--- src/rtl/core/lei_pkg.sv ---
// Shared widths, control word types and the step program of the Lorenz integrator.
package lei_pkg;

  // Fixed field widths.
  localparam int CW        = 32;  // coordinate and coefficient width
  localparam int STEP_W    = 24;  // time step width, fraction of one
  localparam int MUL_W     = 33;  // multiplier operand width
  localparam int PROD_W    = 2 * MUL_W;
  localparam int CFG_IDX_W = 3;
  localparam int PC_W      = 5;

  // Configuration register indexes.
  typedef enum logic [CFG_IDX_W-1:0] {
    REG_SIGMA   = 3'd0,
    REG_RHO     = 3'd1,
    REG_BETA    = 3'd2,
    REG_START_X = 3'd3,
    REG_START_Y = 3'd4,
    REG_START_Z = 3'd5
  } cfg_reg_t;

  typedef struct packed {
    logic signed [CW-1:0] sigma;
    logic signed [CW-1:0] rho;
    logic signed [CW-1:0] beta;
    logic signed [CW-1:0] start_x;
    logic signed [CW-1:0] start_y;
    logic signed [CW-1:0] start_z;
  } cfg_t;

  // Control word fields.
  typedef enum logic [2:0] {
    OPA_NONE, OPA_SIGMA, OPA_X, OPA_BETA, OPA_RLO, OPA_RHI
  } opa_sel_t;

  typedef enum logic [2:0] {
    OPB_NONE, OPB_YMX, OPB_RMZ, OPB_Y, OPB_Z, OPB_DT
  } opb_sel_t;

  typedef enum logic [1:0] {
    ACC_HOLD, ACC_LOAD, ACC_ADD_HI
  } acc_op_t;

  typedef enum logic [1:0] {
    RATE_HOLD, RATE_PROD, RATE_PROD_MY, RATE_ACC_MP
  } rate_op_t;

  typedef enum logic [2:0] {
    WR_NONE, WR_TX, WR_TY, WR_TZ, WR_START
  } wr_sel_t;

  typedef enum logic [1:0] {
    SEQ_NEXT, SEQ_WAIT_IN, SEQ_WAIT_OUT, SEQ_JUMP
  } seq_op_t;

  typedef struct packed {
    opa_sel_t         opa;
    opb_sel_t         opb;
    acc_op_t          acc;
    rate_op_t         rate;
    wr_sel_t          wr;
    seq_op_t          seq;
    logic [PC_W-1:0]  target;
  } ucode_t;

  // Control from the sequencer to the datapath.
  typedef struct packed {
    ucode_t w;
    logic   take;    // input transfer this cycle
    logic   commit;  // result moves to the output register
  } dp_ctrl_t;

  // Status seen by the sequencer.
  typedef struct packed {
    logic in_valid;
    logic restart;
    logic out_free;
  } seq_stat_t;

  // Program entry points.
  localparam logic [PC_W-1:0] PC_IDLE   = PC_W'(0);
  localparam logic [PC_W-1:0] PC_COMMIT = PC_W'(20);
  localparam logic [PC_W-1:0] PC_LOAD   = PC_W'(21);

  // Step program. The operands chosen in a step are registered, then the product is registered.
  function automatic ucode_t ucode_rom(input logic [PC_W-1:0] pc);
    ucode_t w;
    w.opa    = OPA_NONE;
    w.opb    = OPB_NONE;
    w.acc    = ACC_HOLD;
    w.rate   = RATE_HOLD;
    w.wr     = WR_NONE;
    w.seq    = SEQ_NEXT;
    w.target = PC_IDLE;
    case (pc)
      5'd0: begin
        w.seq    = SEQ_WAIT_IN;
        w.target = PC_LOAD;
      end
      // x rate: sigma * (y - x)
      5'd1: begin
        w.opa = OPA_SIGMA;
        w.opb = OPB_YMX;
      end
      5'd2: ;
      5'd3: w.rate = RATE_PROD;
      5'd4: begin
        w.opa = OPA_RLO;
        w.opb = OPB_DT;
      end
      5'd5: begin
        w.opa = OPA_RHI;
        w.opb = OPB_DT;
      end
      // y rate product starts while x is scaled.
      5'd6: begin
        w.acc = ACC_LOAD;
        w.opa = OPA_X;
        w.opb = OPB_RMZ;
      end
      5'd7: w.acc = ACC_ADD_HI;
      5'd8: begin
        w.wr   = WR_TX;
        w.rate = RATE_PROD_MY;
      end
      5'd9: begin
        w.opa = OPA_RLO;
        w.opb = OPB_DT;
      end
      5'd10: begin
        w.opa = OPA_RHI;
        w.opb = OPB_DT;
      end
      // z rate products start while y is scaled.
      5'd11: begin
        w.acc = ACC_LOAD;
        w.opa = OPA_X;
        w.opb = OPB_Y;
      end
      5'd12: begin
        w.acc = ACC_ADD_HI;
        w.opa = OPA_BETA;
        w.opb = OPB_Z;
      end
      5'd13: begin
        w.wr  = WR_TY;
        w.acc = ACC_LOAD;
      end
      5'd14: w.rate = RATE_ACC_MP;
      5'd15: begin
        w.opa = OPA_RLO;
        w.opb = OPB_DT;
      end
      5'd16: begin
        w.opa = OPA_RHI;
        w.opb = OPB_DT;
      end
      5'd17: w.acc = ACC_LOAD;
      5'd18: w.acc = ACC_ADD_HI;
      5'd19: w.wr = WR_TZ;
      5'd20: begin
        w.seq    = SEQ_WAIT_OUT;
        w.target = PC_IDLE;
      end
      5'd21: begin
        w.wr     = WR_START;
        w.seq    = SEQ_JUMP;
        w.target = PC_COMMIT;
      end
      default: begin
        w.seq    = SEQ_JUMP;
        w.target = PC_IDLE;
      end
    endcase
    return w;
  endfunction

endpackage

--- src/rtl/core/lei_in_if.sv ---
// Input channel carrying one time step request.
interface lei_in_if import lei_pkg::*; ();
  logic              valid;
  logic              ready;
  logic [STEP_W-1:0] step_size;
  logic              restart;

  modport source (output valid, output step_size, output restart, input ready);
  modport sink (input valid, input step_size, input restart, output ready);
endinterface

--- src/rtl/core/lei_out_if.sv ---
// Output channel carrying one new position.
interface lei_out_if import lei_pkg::*; ();
  logic                 valid;
  logic                 ready;
  logic signed [CW-1:0] pos_x;
  logic signed [CW-1:0] pos_y;
  logic signed [CW-1:0] pos_z;
  logic                 saturated;

  modport source (output valid, output pos_x, output pos_y, output pos_z,
                  output saturated, input ready);
  modport sink (input valid, input pos_x, input pos_y, input pos_z,
                input saturated, output ready);
endinterface

--- src/rtl/core/lei_cfg.sv ---
// Coefficient and start position registers with their reset values.
module lei_cfg import lei_pkg::*; #(
  parameter int FRAC_BITS = 24
) (
  input  logic                 clk,
  input  logic                 rst,
  input  logic                 cfg_we,
  input  logic [CFG_IDX_W-1:0] cfg_index,
  input  logic [CW-1:0]        cfg_data,
  output cfg_t                 cfg
);

  // Reset values; coefficients that do not fit clip to the largest value.
  localparam logic signed [63:0] ONE      = 64'sd1 <<< FRAC_BITS;
  localparam logic signed [63:0] I32_MAX  = 64'sd2147483647;
  localparam logic signed [63:0] SIGMA_W  = 64'sd10 * ONE;
  localparam logic signed [63:0] RHO_W    = 64'sd28 * ONE;
  localparam logic signed [63:0] BETA_W   = (64'sd16 * ONE + 64'sd3) / 64'sd6;
  localparam logic signed [63:0] SIGMA_C  = (SIGMA_W > I32_MAX) ? I32_MAX : SIGMA_W;
  localparam logic signed [63:0] RHO_C    = (RHO_W > I32_MAX) ? I32_MAX : RHO_W;
  localparam logic signed [63:0] BETA_C   = (BETA_W > I32_MAX) ? I32_MAX : BETA_W;

  // Register writes; unknown indexes are dropped.
  always_ff @(posedge clk) begin
    if (rst) begin
      cfg.sigma   <= SIGMA_C[CW-1:0];
      cfg.rho     <= RHO_C[CW-1:0];
      cfg.beta    <= BETA_C[CW-1:0];
      cfg.start_x <= ONE[CW-1:0];
      cfg.start_y <= ONE[CW-1:0];
      cfg.start_z <= ONE[CW-1:0];
    end else if (cfg_we) begin
      case (cfg_reg_t'(cfg_index))
        REG_SIGMA:   cfg.sigma   <= cfg_data;
        REG_RHO:     cfg.rho     <= cfg_data;
        REG_BETA:    cfg.beta    <= cfg_data;
        REG_START_X: cfg.start_x <= cfg_data;
        REG_START_Y: cfg.start_y <= cfg_data;
        REG_START_Z: cfg.start_z <= cfg_data;
        default: ;
      endcase
    end
  end

endmodule

--- src/rtl/core/lei_seq.sv ---
// Step counter and program table that drive the datapath.
module lei_seq import lei_pkg::*; (
  input  logic      clk,
  input  logic      rst,
  input  seq_stat_t stat,
  output logic      in_ready,
  output dp_ctrl_t  ctrl
);

  logic [PC_W-1:0] pc;
  logic [PC_W-1:0] pc_next;
  ucode_t          w;

  // No input transfer is taken while reset is held.
  assign w           = ucode_rom(pc);
  assign in_ready    = (w.seq == SEQ_WAIT_IN) && !rst;
  assign ctrl.w      = w;
  assign ctrl.take   = in_ready && stat.in_valid;
  assign ctrl.commit = (w.seq == SEQ_WAIT_OUT) && stat.out_free;

  // Next step, with the waits and jumps of the program.
  always_comb begin
    pc_next = pc;
    case (w.seq)
      SEQ_NEXT: pc_next = pc + PC_W'(1);
      SEQ_WAIT_IN: begin
        if (stat.in_valid) begin
          pc_next = stat.restart ? w.target : pc + PC_W'(1);
        end
      end
      SEQ_WAIT_OUT: begin
        if (stat.out_free) begin
          pc_next = w.target;
        end
      end
      SEQ_JUMP: pc_next = w.target;
      default: pc_next = PC_IDLE;
    endcase
  end

  always_ff @(posedge clk) begin
    if (rst) begin
      pc <= PC_IDLE;
    end else begin
      pc <= pc_next;
    end
  end

endmodule

--- src/rtl/core/lei_mul.sv ---
// Shared signed multiplier with a registered product.
module lei_mul import lei_pkg::*; (
  input  logic                     clk,
  input  logic signed [MUL_W-1:0]  opa,
  input  logic signed [MUL_W-1:0]  opb,
  output logic signed [PROD_W-1:0] prod
);

  always_ff @(posedge clk) begin
    prod <= opa * opb;
  end

endmodule

--- src/rtl/core/lei_dp.sv ---
// Datapath: position state, operand selection, rate and scaling arithmetic.
module lei_dp import lei_pkg::*; #(
  parameter int FRAC_BITS = 24
) (
  input  logic                 clk,
  input  logic                 rst,
  input  cfg_t                 cfg,
  input  dp_ctrl_t             ctrl,
  input  logic [STEP_W-1:0]    step_size,
  input  logic                 out_ready,
  output logic                 out_valid,
  output logic                 out_free,
  output logic signed [CW-1:0] pos_x,
  output logic signed [CW-1:0] pos_y,
  output logic signed [CW-1:0] pos_z,
  output logic                 saturated
);

  // Rate width after scaling back, accumulator wide enough for rate * dt.
  localparam int RATE_W = PROD_W - FRAC_BITS;
  localparam int HI_W   = RATE_W - CW;
  localparam int ACC_W  = (RATE_W + STEP_W + 1 > PROD_W) ? RATE_W + STEP_W + 1 : PROD_W;
  localparam int SUM_W  = ACC_W - STEP_W + 1;

  localparam logic signed [CW-1:0]    ONE     = CW'(64'sd1 <<< FRAC_BITS);
  localparam logic signed [SUM_W-1:0] SUM_MAX = SUM_W'(32'sh7FFFFFFF);
  localparam logic signed [SUM_W-1:0] SUM_MIN = SUM_W'(32'sh80000000);

  logic signed [CW-1:0]     cur_x, cur_y, cur_z;
  logic signed [CW-1:0]     tx, ty, tz;
  logic                     tsat;
  logic [STEP_W-1:0]        dt;
  logic signed [MUL_W-1:0]  opa, opb;
  logic signed [MUL_W-1:0]  opa_next, opb_next;
  logic signed [PROD_W-1:0] prod;
  logic signed [ACC_W-1:0]  acc;
  logic signed [ACC_W-1:0]  acc_next;
  logic signed [RATE_W-1:0] rate;
  logic signed [RATE_W-1:0] rate_next;

  logic signed [ACC_W-1:0]  prod_acc;
  logic signed [PROD_W-1:0] prod_sh;
  logic signed [PROD_W-1:0] prod_my;
  logic signed [ACC_W-1:0]  acc_mp;
  logic signed [ACC_W-1:0]  acc_mp_sh;
  logic signed [ACC_W-1:0]  acc_sh;
  logic signed [CW-1:0]     coord;
  logic signed [SUM_W-1:0]  sum;
  logic signed [CW-1:0]     sat_val;
  logic                     sat_hit;

  assign out_free = !out_valid || out_ready;

  lei_mul u_mul (
    .clk  (clk),
    .opa  (opa),
    .opb  (opb),
    .prod (prod)
  );

  // Operand selection for the shared multiplier.
  always_comb begin
    opa_next = opa;
    case (ctrl.w.opa)
      OPA_SIGMA: opa_next = MUL_W'(cfg.sigma);
      OPA_X:     opa_next = MUL_W'(cur_x);
      OPA_BETA:  opa_next = MUL_W'(cfg.beta);
      OPA_RLO:   opa_next = {1'b0, rate[CW-1:0]};
      OPA_RHI:   opa_next = {{(MUL_W - HI_W){rate[RATE_W-1]}}, rate[RATE_W-1:CW]};
      default:   opa_next = opa;
    endcase
    opb_next = opb;
    case (ctrl.w.opb)
      OPB_YMX: opb_next = MUL_W'(cur_y) - MUL_W'(cur_x);
      OPB_RMZ: opb_next = MUL_W'(cfg.rho) - MUL_W'(cur_z);
      OPB_Y:   opb_next = MUL_W'(cur_y);
      OPB_Z:   opb_next = MUL_W'(cur_z);
      OPB_DT:  opb_next = {{(MUL_W - STEP_W){1'b0}}, dt};
      default: opb_next = opb;
    endcase
  end

  // Rate forms: scaled product, scaled product minus y, scaled difference.
  assign prod_acc  = ACC_W'(prod);
  assign prod_sh   = prod >>> FRAC_BITS;
  assign prod_my   = prod_sh - PROD_W'(cur_y);
  assign acc_mp    = acc - prod_acc;
  assign acc_mp_sh = acc_mp >>> FRAC_BITS;

  always_comb begin
    rate_next = rate;
    case (ctrl.w.rate)
      RATE_PROD:    rate_next = prod_sh[RATE_W-1:0];
      RATE_PROD_MY: rate_next = prod_my[RATE_W-1:0];
      RATE_ACC_MP:  rate_next = acc_mp_sh[RATE_W-1:0];
      default:      rate_next = rate;
    endcase
  end

  // Accumulator: load a product, such as the low partial product, or add the high one shifted into place.
  always_comb begin
    acc_next = acc;
    case (ctrl.w.acc)
      ACC_LOAD:   acc_next = prod_acc;
      ACC_ADD_HI: acc_next = acc + (prod_acc <<< CW);
      default:    acc_next = acc;
    endcase
  end

  // New coordinate: old value plus floor(rate * dt), clamped to 32 bits.
  assign acc_sh = acc >>> STEP_W;

  always_comb begin
    case (ctrl.w.wr)
      WR_TY:   coord = cur_y;
      WR_TZ:   coord = cur_z;
      default: coord = cur_x;
    endcase
    sum = SUM_W'(acc_sh) + SUM_W'(coord);
    sat_hit = 1'b0;
    if (sum > SUM_MAX) begin
      sat_val = SUM_MAX[CW-1:0];
      sat_hit = 1'b1;
    end else if (sum < SUM_MIN) begin
      sat_val = SUM_MIN[CW-1:0];
      sat_hit = 1'b1;
    end else begin
      sat_val = sum[CW-1:0];
    end
  end

  // Working registers.
  always_ff @(posedge clk) begin
    opa  <= opa_next;
    opb  <= opb_next;
    acc  <= acc_next;
    rate <= rate_next;
    if (ctrl.take) begin
      dt   <= step_size;
      tsat <= 1'b0;
    end
    case (ctrl.w.wr)
      WR_TX: begin
        tx   <= sat_val;
        tsat <= tsat | sat_hit;
      end
      WR_TY: begin
        ty   <= sat_val;
        tsat <= tsat | sat_hit;
      end
      WR_TZ: begin
        tz   <= sat_val;
        tsat <= tsat | sat_hit;
      end
      WR_START: begin
        tx <= cfg.start_x;
        ty <= cfg.start_y;
        tz <= cfg.start_z;
      end
      default: ;
    endcase
  end

  // Position state and the output register.
  always_ff @(posedge clk) begin
    if (rst) begin
      cur_x     <= ONE;
      cur_y     <= ONE;
      cur_z     <= ONE;
      out_valid <= 1'b0;
    end else if (ctrl.commit) begin
      cur_x     <= tx;
      cur_y     <= ty;
      cur_z     <= tz;
      out_valid <= 1'b1;
    end else if (out_ready) begin
      out_valid <= 1'b0;
    end
  end

  always_ff @(posedge clk) begin
    if (ctrl.commit) begin
      pos_x     <= tx;
      pos_y     <= ty;
      pos_z     <= tz;
      saturated <= tsat;
    end
  end

endmodule

--- src/rtl/core/lorenz_euler_integrator_core.sv ---
// Top level of the Lorenz forward Euler integrator.
//
//   channel  direction  transfer moves
//   step     in         step_size, restart
//   result   out        pos_x, pos_y, pos_z, saturated
//   cfg_*    in         one register write per cycle with cfg_we high
//
// A step item runs the step program from its transfer to its result: ten products go
// in turn through the one 33x33 multiplier. A restart item loads the start position.
// Synchronous reset loads the default coefficients and the position 1.0. The result
// sits in an output register, so the next item is taken while it waits; a finished
// result waits for that register to empty.
module lorenz_euler_integrator_core import lei_pkg::*; #(
  parameter int FRAC_BITS = 24
) (
  input  logic                 clk,
  input  logic                 rst,
  lei_in_if.sink               step,
  lei_out_if.source            result,
  input  logic                 cfg_we,
  input  logic [CFG_IDX_W-1:0] cfg_index,
  input  logic [CW-1:0]        cfg_data
);

  cfg_t      cfg;
  dp_ctrl_t  ctrl;
  seq_stat_t stat;
  logic      out_free;
  logic      in_ready;

  assign stat.in_valid = step.valid;
  assign stat.restart  = step.restart;
  assign stat.out_free = out_free;
  assign step.ready    = in_ready;

  lei_cfg #(
    .FRAC_BITS (FRAC_BITS)
  ) u_cfg (
    .clk       (clk),
    .rst       (rst),
    .cfg_we    (cfg_we),
    .cfg_index (cfg_index),
    .cfg_data  (cfg_data),
    .cfg       (cfg)
  );

  lei_seq u_seq (
    .clk      (clk),
    .rst      (rst),
    .stat     (stat),
    .in_ready (in_ready),
    .ctrl     (ctrl)
  );

  lei_dp #(
    .FRAC_BITS (FRAC_BITS)
  ) u_dp (
    .clk       (clk),
    .rst       (rst),
    .cfg       (cfg),
    .ctrl      (ctrl),
    .step_size (step.step_size),
    .out_ready (result.ready),
    .out_valid (result.valid),
    .out_free  (out_free),
    .pos_x     (result.pos_x),
    .pos_y     (result.pos_y),
    .pos_z     (result.pos_z),
    .saturated (result.saturated)
  );

endmodule

--- src/flat_wrapper.sv ---
// flat-port wrapper written by rule: the top's interface ports become plain ports
module lorenz_euler_integrator_core_flat import lei_pkg::*;
#(
  parameter int FRAC_BITS = 24
)
  (clk, rst, cfg_we, cfg_index, cfg_data, step_valid, step_step_size, step_restart, step_ready, result_valid, result_pos_x, result_pos_y, result_pos_z, result_saturated, result_ready);
  lei_in_if step_i ();
  lei_out_if result_i ();
  input  logic clk;
  input  logic rst;
  input  logic cfg_we;
  input  logic [CFG_IDX_W-1:0] cfg_index;
  input  logic [CW-1:0] cfg_data;
  input wire logic [$bits(step_i.valid)-1:0] step_valid;
  input wire logic [$bits(step_i.step_size)-1:0] step_step_size;
  input wire logic [$bits(step_i.restart)-1:0] step_restart;
  output wire logic [$bits(step_i.ready)-1:0] step_ready;
  output wire logic [$bits(result_i.valid)-1:0] result_valid;
  output wire logic [$bits(result_i.pos_x)-1:0] result_pos_x;
  output wire logic [$bits(result_i.pos_y)-1:0] result_pos_y;
  output wire logic [$bits(result_i.pos_z)-1:0] result_pos_z;
  output wire logic [$bits(result_i.saturated)-1:0] result_saturated;
  input wire logic [$bits(result_i.ready)-1:0] result_ready;
  assign step_i.valid = step_valid;
  assign step_i.step_size = step_step_size;
  assign step_i.restart = step_restart;
  assign step_ready = step_i.ready;
  assign result_valid = result_i.valid;
  assign result_pos_x = result_i.pos_x;
  assign result_pos_y = result_i.pos_y;
  assign result_pos_z = result_i.pos_z;
  assign result_saturated = result_i.saturated;
  assign result_i.ready = result_ready;
  lorenz_euler_integrator_core #(.FRAC_BITS(FRAC_BITS)) u_core (.clk(clk), .rst(rst), .step(step_i), .result(result_i), .cfg_we(cfg_we), .cfg_index(cfg_index), .cfg_data(cfg_data));
endmodule
--- config.mk ---
export PLATFORM = sky130hd
export DESIGN_NAME = lorenz_euler_integrator_core_flat
export DESIGN_NICKNAME = d
export VERILOG_FILES = /design/src/rtl/core/lei_pkg.sv /design/src/rtl/core/lei_in_if.sv /design/src/rtl/core/lei_out_if.sv /design/src/rtl/core/lei_cfg.sv /design/src/rtl/core/lei_seq.sv /design/src/rtl/core/lei_mul.sv /design/src/rtl/core/lei_dp.sv /design/src/rtl/core/lorenz_euler_integrator_core.sv /design/src/flat_wrapper.sv
export SDC_FILE = /design/constraint.sdc
export NUM_CORES = 2
export LEC_CHECK = 0
export BUFFER_PORTS_ARGS = -buffer_cell sky130_fd_sc_hd__buf_4
export CAP_MARGIN = 20
export CORE_AREA = 10 10 380 382
export CTS_BUF_LIST = sky130_fd_sc_hd__clkbuf_2 sky130_fd_sc_hd__clkbuf_4 sky130_fd_sc_hd__clkbuf_8
export CTS_CLUSTER_SIZE = 30
export DETAILED_ROUTE_END_ITERATION = 10
export DIE_AREA = 0 0 390 392
export PLACE_DENSITY = 0.77
export SLEW_MARGIN = 0
export SYNTH_ARGS = -nofsm -noshare
export SYNTH_HDL_FRONTEND = slang
export SYNTH_HIERARCHICAL = 1
export SYNTH_SLANG_ARGS = --single-unit
--- constraint.sdc ---
create_clock -name clk -period 20.6 [get_ports clk]
set_input_delay 4.12 -clock clk [delete_from_list [all_inputs] [get_ports clk]]
set_output_delay 4.12 -clock clk [all_outputs]
set_load 0.05 [all_outputs]
; Word level (Yosys, flattened, before mapping)
; Cells that the tools add are included.
[word_totals]
register_bits = 753
word_cells = 142
[op_classes]
reduce_logical = 31
n_eq_ne = 50
mul = 1
order_cmp = 2
n_addsub = 7
bitwise_logic = 1
mux = 25
[op_table]
columns = operator, n
row1 = $pmux 33 s5, 2
row2 = $pmux 32 s2, 4
row3 = $pmux 67 s2, 1
row4 = $pmux 42 s3, 1
row5 = $add 67x67->67, 1
row6 = $mul 33x33->66, 1
row7 = $sub 32x32->33, 2
row8 = $sub 66x66->66, 1
row9 = $mux 32, 2
row10 = $add 43x32->44, 1
row11 = $gt 44x32->1 const B, 1
row12 = $lt 44x32->1 const B, 1
row13 = $sub 42x32->42, 1
row14 = $eq 5x4->1 const B, 8
row15 = $pmux 6 s6, 1
row16 = $eq 5x5->1 const B, 6
row17 = $pmux 7 s4, 1
row18 = $eq 3x2->1 const B, 8
row19 = $eq 3x3->1 const B, 7
row20 = $eq 5x3->1 const B, 4
row21 = $pmux 5 s4, 1
row22 = $reduce_or 19->1, 1
row23 = $mux 5, 3
row24 = $reduce_and 2->1, 7
row25 = other kinds (24), 51

; Depth between registers and ports, before layout
[depth]
word_depth = 10
depth_mapped = 28
mapped_depth_nobuf = 27

; Modules after synthesis
; The synthesis kept the hierarchy.
[by_module_without_submodules]
columns = mod, cells_per_inst, n_inst, area_per_inst_um2
row1 = lei_mul, 4289, 1, 40241.1
row2 = lei_dp, 3524, 1, 33015.4
row3 = lei_cfg, 687, 1, 7527.2
row4 = lei_seq, 120, 1, 843.3

; Worst setup path after synthesis
; Ideal clock, no wire load.
[synth_path]
path_type = input-to-reg
startpoint = input port result_ready
endpoint = register u_core.u_dp.cur_y[7]
path_slack_ns = 5.675
required_time_ns = 20.472
path_stages = 7
arrival_time_ns = 14.797
n_path_buf = 2
cell_sequence = nand2b_1 > inv_1 > nor4_1 > clkbuf_1 > buf_1 > mux2i_1 > nor2_1
[synth_rtl]
columns = item, line
row1 = start: declaration, flat_wrapper.sv:23  ; input wire logic [$bits(result_i.ready)-1:0] result_ready;
row2 = end signal: assignment, lei_dp.sv:173  ; cur_y <= ty;
row3 = end: declaration, lei_dp.sv:29  ; logic signed [CW-1:0] cur_x, cur_y, cur_z;

; Worst setup path in the final report
[layout_path]
startpoint = input port rst
endpoint = output port step_ready
[layout_via]
elab_chain_cells = 2
[layout_rtl]
columns = item, line
row1 = start: declaration, flat_wrapper.sv:10  ; input logic rst;
row2 = $logic_not 1->1, lei_seq.sv:16  ; assign in_ready = (w.seq == SEQ_WAIT_IN) && !rst;
row3 = $logic_and 1x1->1, lei_seq.sv:16
row4 = end: declaration, flat_wrapper.sv:17  ; output wire logic [$bits(step_i.ready)-1:0] step_ready;
; No other way between the ends.

==> summary.txt <==
Timing
  • Final Slew Violations: 0
  • Worst-Margin Slew: 1.180 ns
  • Rel. slew slack: 21.35%
  • Fmax: 0.1087 GHz
  • Final Skew: 0.04557 ns
  • Final setup viols: 0
  • Unrepaired setup endpoints after global routing: false
  • Hold Fails Final Rpt: 0
  • Tmin final: 9.197 ns
  • TNS Setup: 0 ns
  • Final period utilization: 44.65%

Detailed routing
  • Post-route ant nets: 0
  • Final wirelength: 242900 um
  • Via-per-instance ratio: 5.933
  • Vias: 62160
  • Detailed Route Iter0 Violations: 5436
  • # DRC: 0
  • Pre-Repair DR Iteration Count: 6
  • DR WL/cell: 23.18 um

Synth
  • Avg Cell Area, Syn: 9.472 sq um
  • Synthesized net count: 10300
  • Synth Warn #: 6
  • Post-Syn Area: 81580 sq um
  • Post-Synthesis Cells: 8612

Clocking
  • Clock sink count: 753
  • Clock root buffer: clkbuf_8
  • Clock transition at path regs: 0.06 ns
  • Deepest clock path buffer count: 3
  • H-Tree Depth: 3
  • Post-CTS Hold Fix Bufs: 0
  • CTS tree: yes
  • Setup Buffers After CTS: 0
  • Post-CTS resize count: 0
  • Cts bufs inserted: 117
  • Clock Latency Late Sink: 0.81 ns

Finish
  • Layout cells sized above 1: 6.497%
  • Layout Nets: 10260
  • Area Growth Syn to Fin: 6.950%

Placement
  • HPWL after detailed placement: 194500 um
  • IO buf count: 163
  • Routability Congestion: 1.029

Critical path
  • Crit. End Element: output pin
  • CP Launch Type: input pin
  • Critical path fanouts, max: 128
  • CP arrival: 5.08 ns
  • CP Class: in -> out
  • CP required: 16.48 ns

Outcome
  • Outcome: completed

Global route
  • Initial antenna violation count: 9
  • Vias in the first global route: 63980
  • Overall Global Routing Usage: 31.77%
  • Global-route wire length before repair: 377100 um
  • Largest net degree at the start of global routing: 213
  • Total global routing overflow: 0

Floorplan
  • Die Area: 152900 sq um
  • Chip height: 392 um
  • Site Rows: 136
  • Die W: 390 um
  • Core ar.: 136800 sq um
  • Initial Util: 59.63%
  • Num ports: 164

Run
  • Max-cap violation count: 0

Min path
  • Hold Crit Class: reg -> reg
## per-stage QoR
step / area [sq um] / utilization (%) / cells / hold WS, ns / setup slack [ns]
6_report: 87250 / 63.77 / 10480 / 0.4526 / 11.40
5_1_grt: 87240 / 63.77 / 10480 / 0.4617 / 11.28
4_1_cts: 87090 / 63.66 / 10470 / 0.4518 / 11.38
3_5_place_dp: 84360 / 61.66 / 10250 / 0.4372 / 11.38
3_3_place_gp: 84360 / 61.66 / 10250 / 0.4357 / 11.37
2_1_floorplan: 81580 / - / 8612 / 0.4261 / 5.675
## registers in the layout, summed over array words and instances (netlist names)
signal	count
u_core/u_dp/pos_x	32
u_core/u_dp/out_valid	1
u_core/u_dp/opb	33
u_core/u_dp/cur_x	32
u_core/u_dp/dt	24
u_core/u_dp/saturated	1
u_core/u_dp/u_mul/prod	66
u_core/u_dp/tsat	1
u_core/u_dp/cur_y	32
u_core/u_dp/pos_z	32
u_core/u_seq/pc	5
u_core/u_dp/opa	33
u_core/u_dp/tx	32
u_core/u_dp/ty	32
u_core/u_dp/cur_z	32
u_core/u_dp/acc	67
u_core/u_dp/rate	42
u_core/u_dp/pos_y	32
u_core/u_cfg/cfg	192
u_core/u_dp/tz	32
## worst max-delay path, cell delays in order
cell and delay [ns]:
clkbuf_8 0.53, nor2_1 0.17, buf_4 0.24
## cell type report
| class | count | area (sq um) |
|---|---|---|
| Multi-Input combinational cell | 6069 | 55950 |
| Fill cell | 11160 | 49570 |
| Sequential cell | 753 | 19010 |
| Inverter | 1361 | 5109 |
| Tap cell | 1794 | 2245 |
| Timing Repair Buffer | 276 | 2198 |
| Clock buffer | 161 | 2041 |
| Clock inverter | 61 | 688.2 |
| Antenna cell | 3 | 7.507 |
## cells in the final DEF (no fill, tap or decap), types with 24 or more instances in the layout
cell,count
a31oi_1,36
edfxtp_1,393
fa_1,1150
a221oi_1,32
o31ai_1,24
nor2_1,474
a211oi_1,45
nor3_1,47
nand2b_1,266
o21ai_0,311
nand3_1,76
inv_1,1361
o211ai_1,42
buf_4,267
clkbuf_8,134
nand4_1,42
nor2b_1,49
ha_1,469
nand2_1,839
xor2_1,96
o21a_1,69
and2_1,573
xnor2_1,148
a21o_1,157
mux2i_1,365
clkbuf_4,28
and3_1,34
o21bai_1,42
a21oi_1,343
dfxtp_1,360
## layer usage
layer	vias to the layer above	track usage, %	part of all wire [%]
met1	31180	42.19	40
met4	10	13.17	4.4
met2	2729	51.96	47
li1	27750	-	-
met5	-	0	0.022
met3	496	4.980	8.2
## worst paths after layout
check	startpoint	end	slack, ns	depth (start not counted)
max reg2reg	u_core/u_dp/opb[0]	u_core/u_dp/u_mul/prod[63]	11.65	21
min reg2reg	u_core/u_dp/tz[22]	u_core/u_dp/pos_z[22]	0.45	0
min	u_core/u_dp/tz[22]	u_core/u_dp/pos_z[22]	0.45	0
max	rst	step_ready	11.40	3
Power is not shown: default switching activity piles up to over one toggle a cycle in this logic, so the estimate is an artifact.
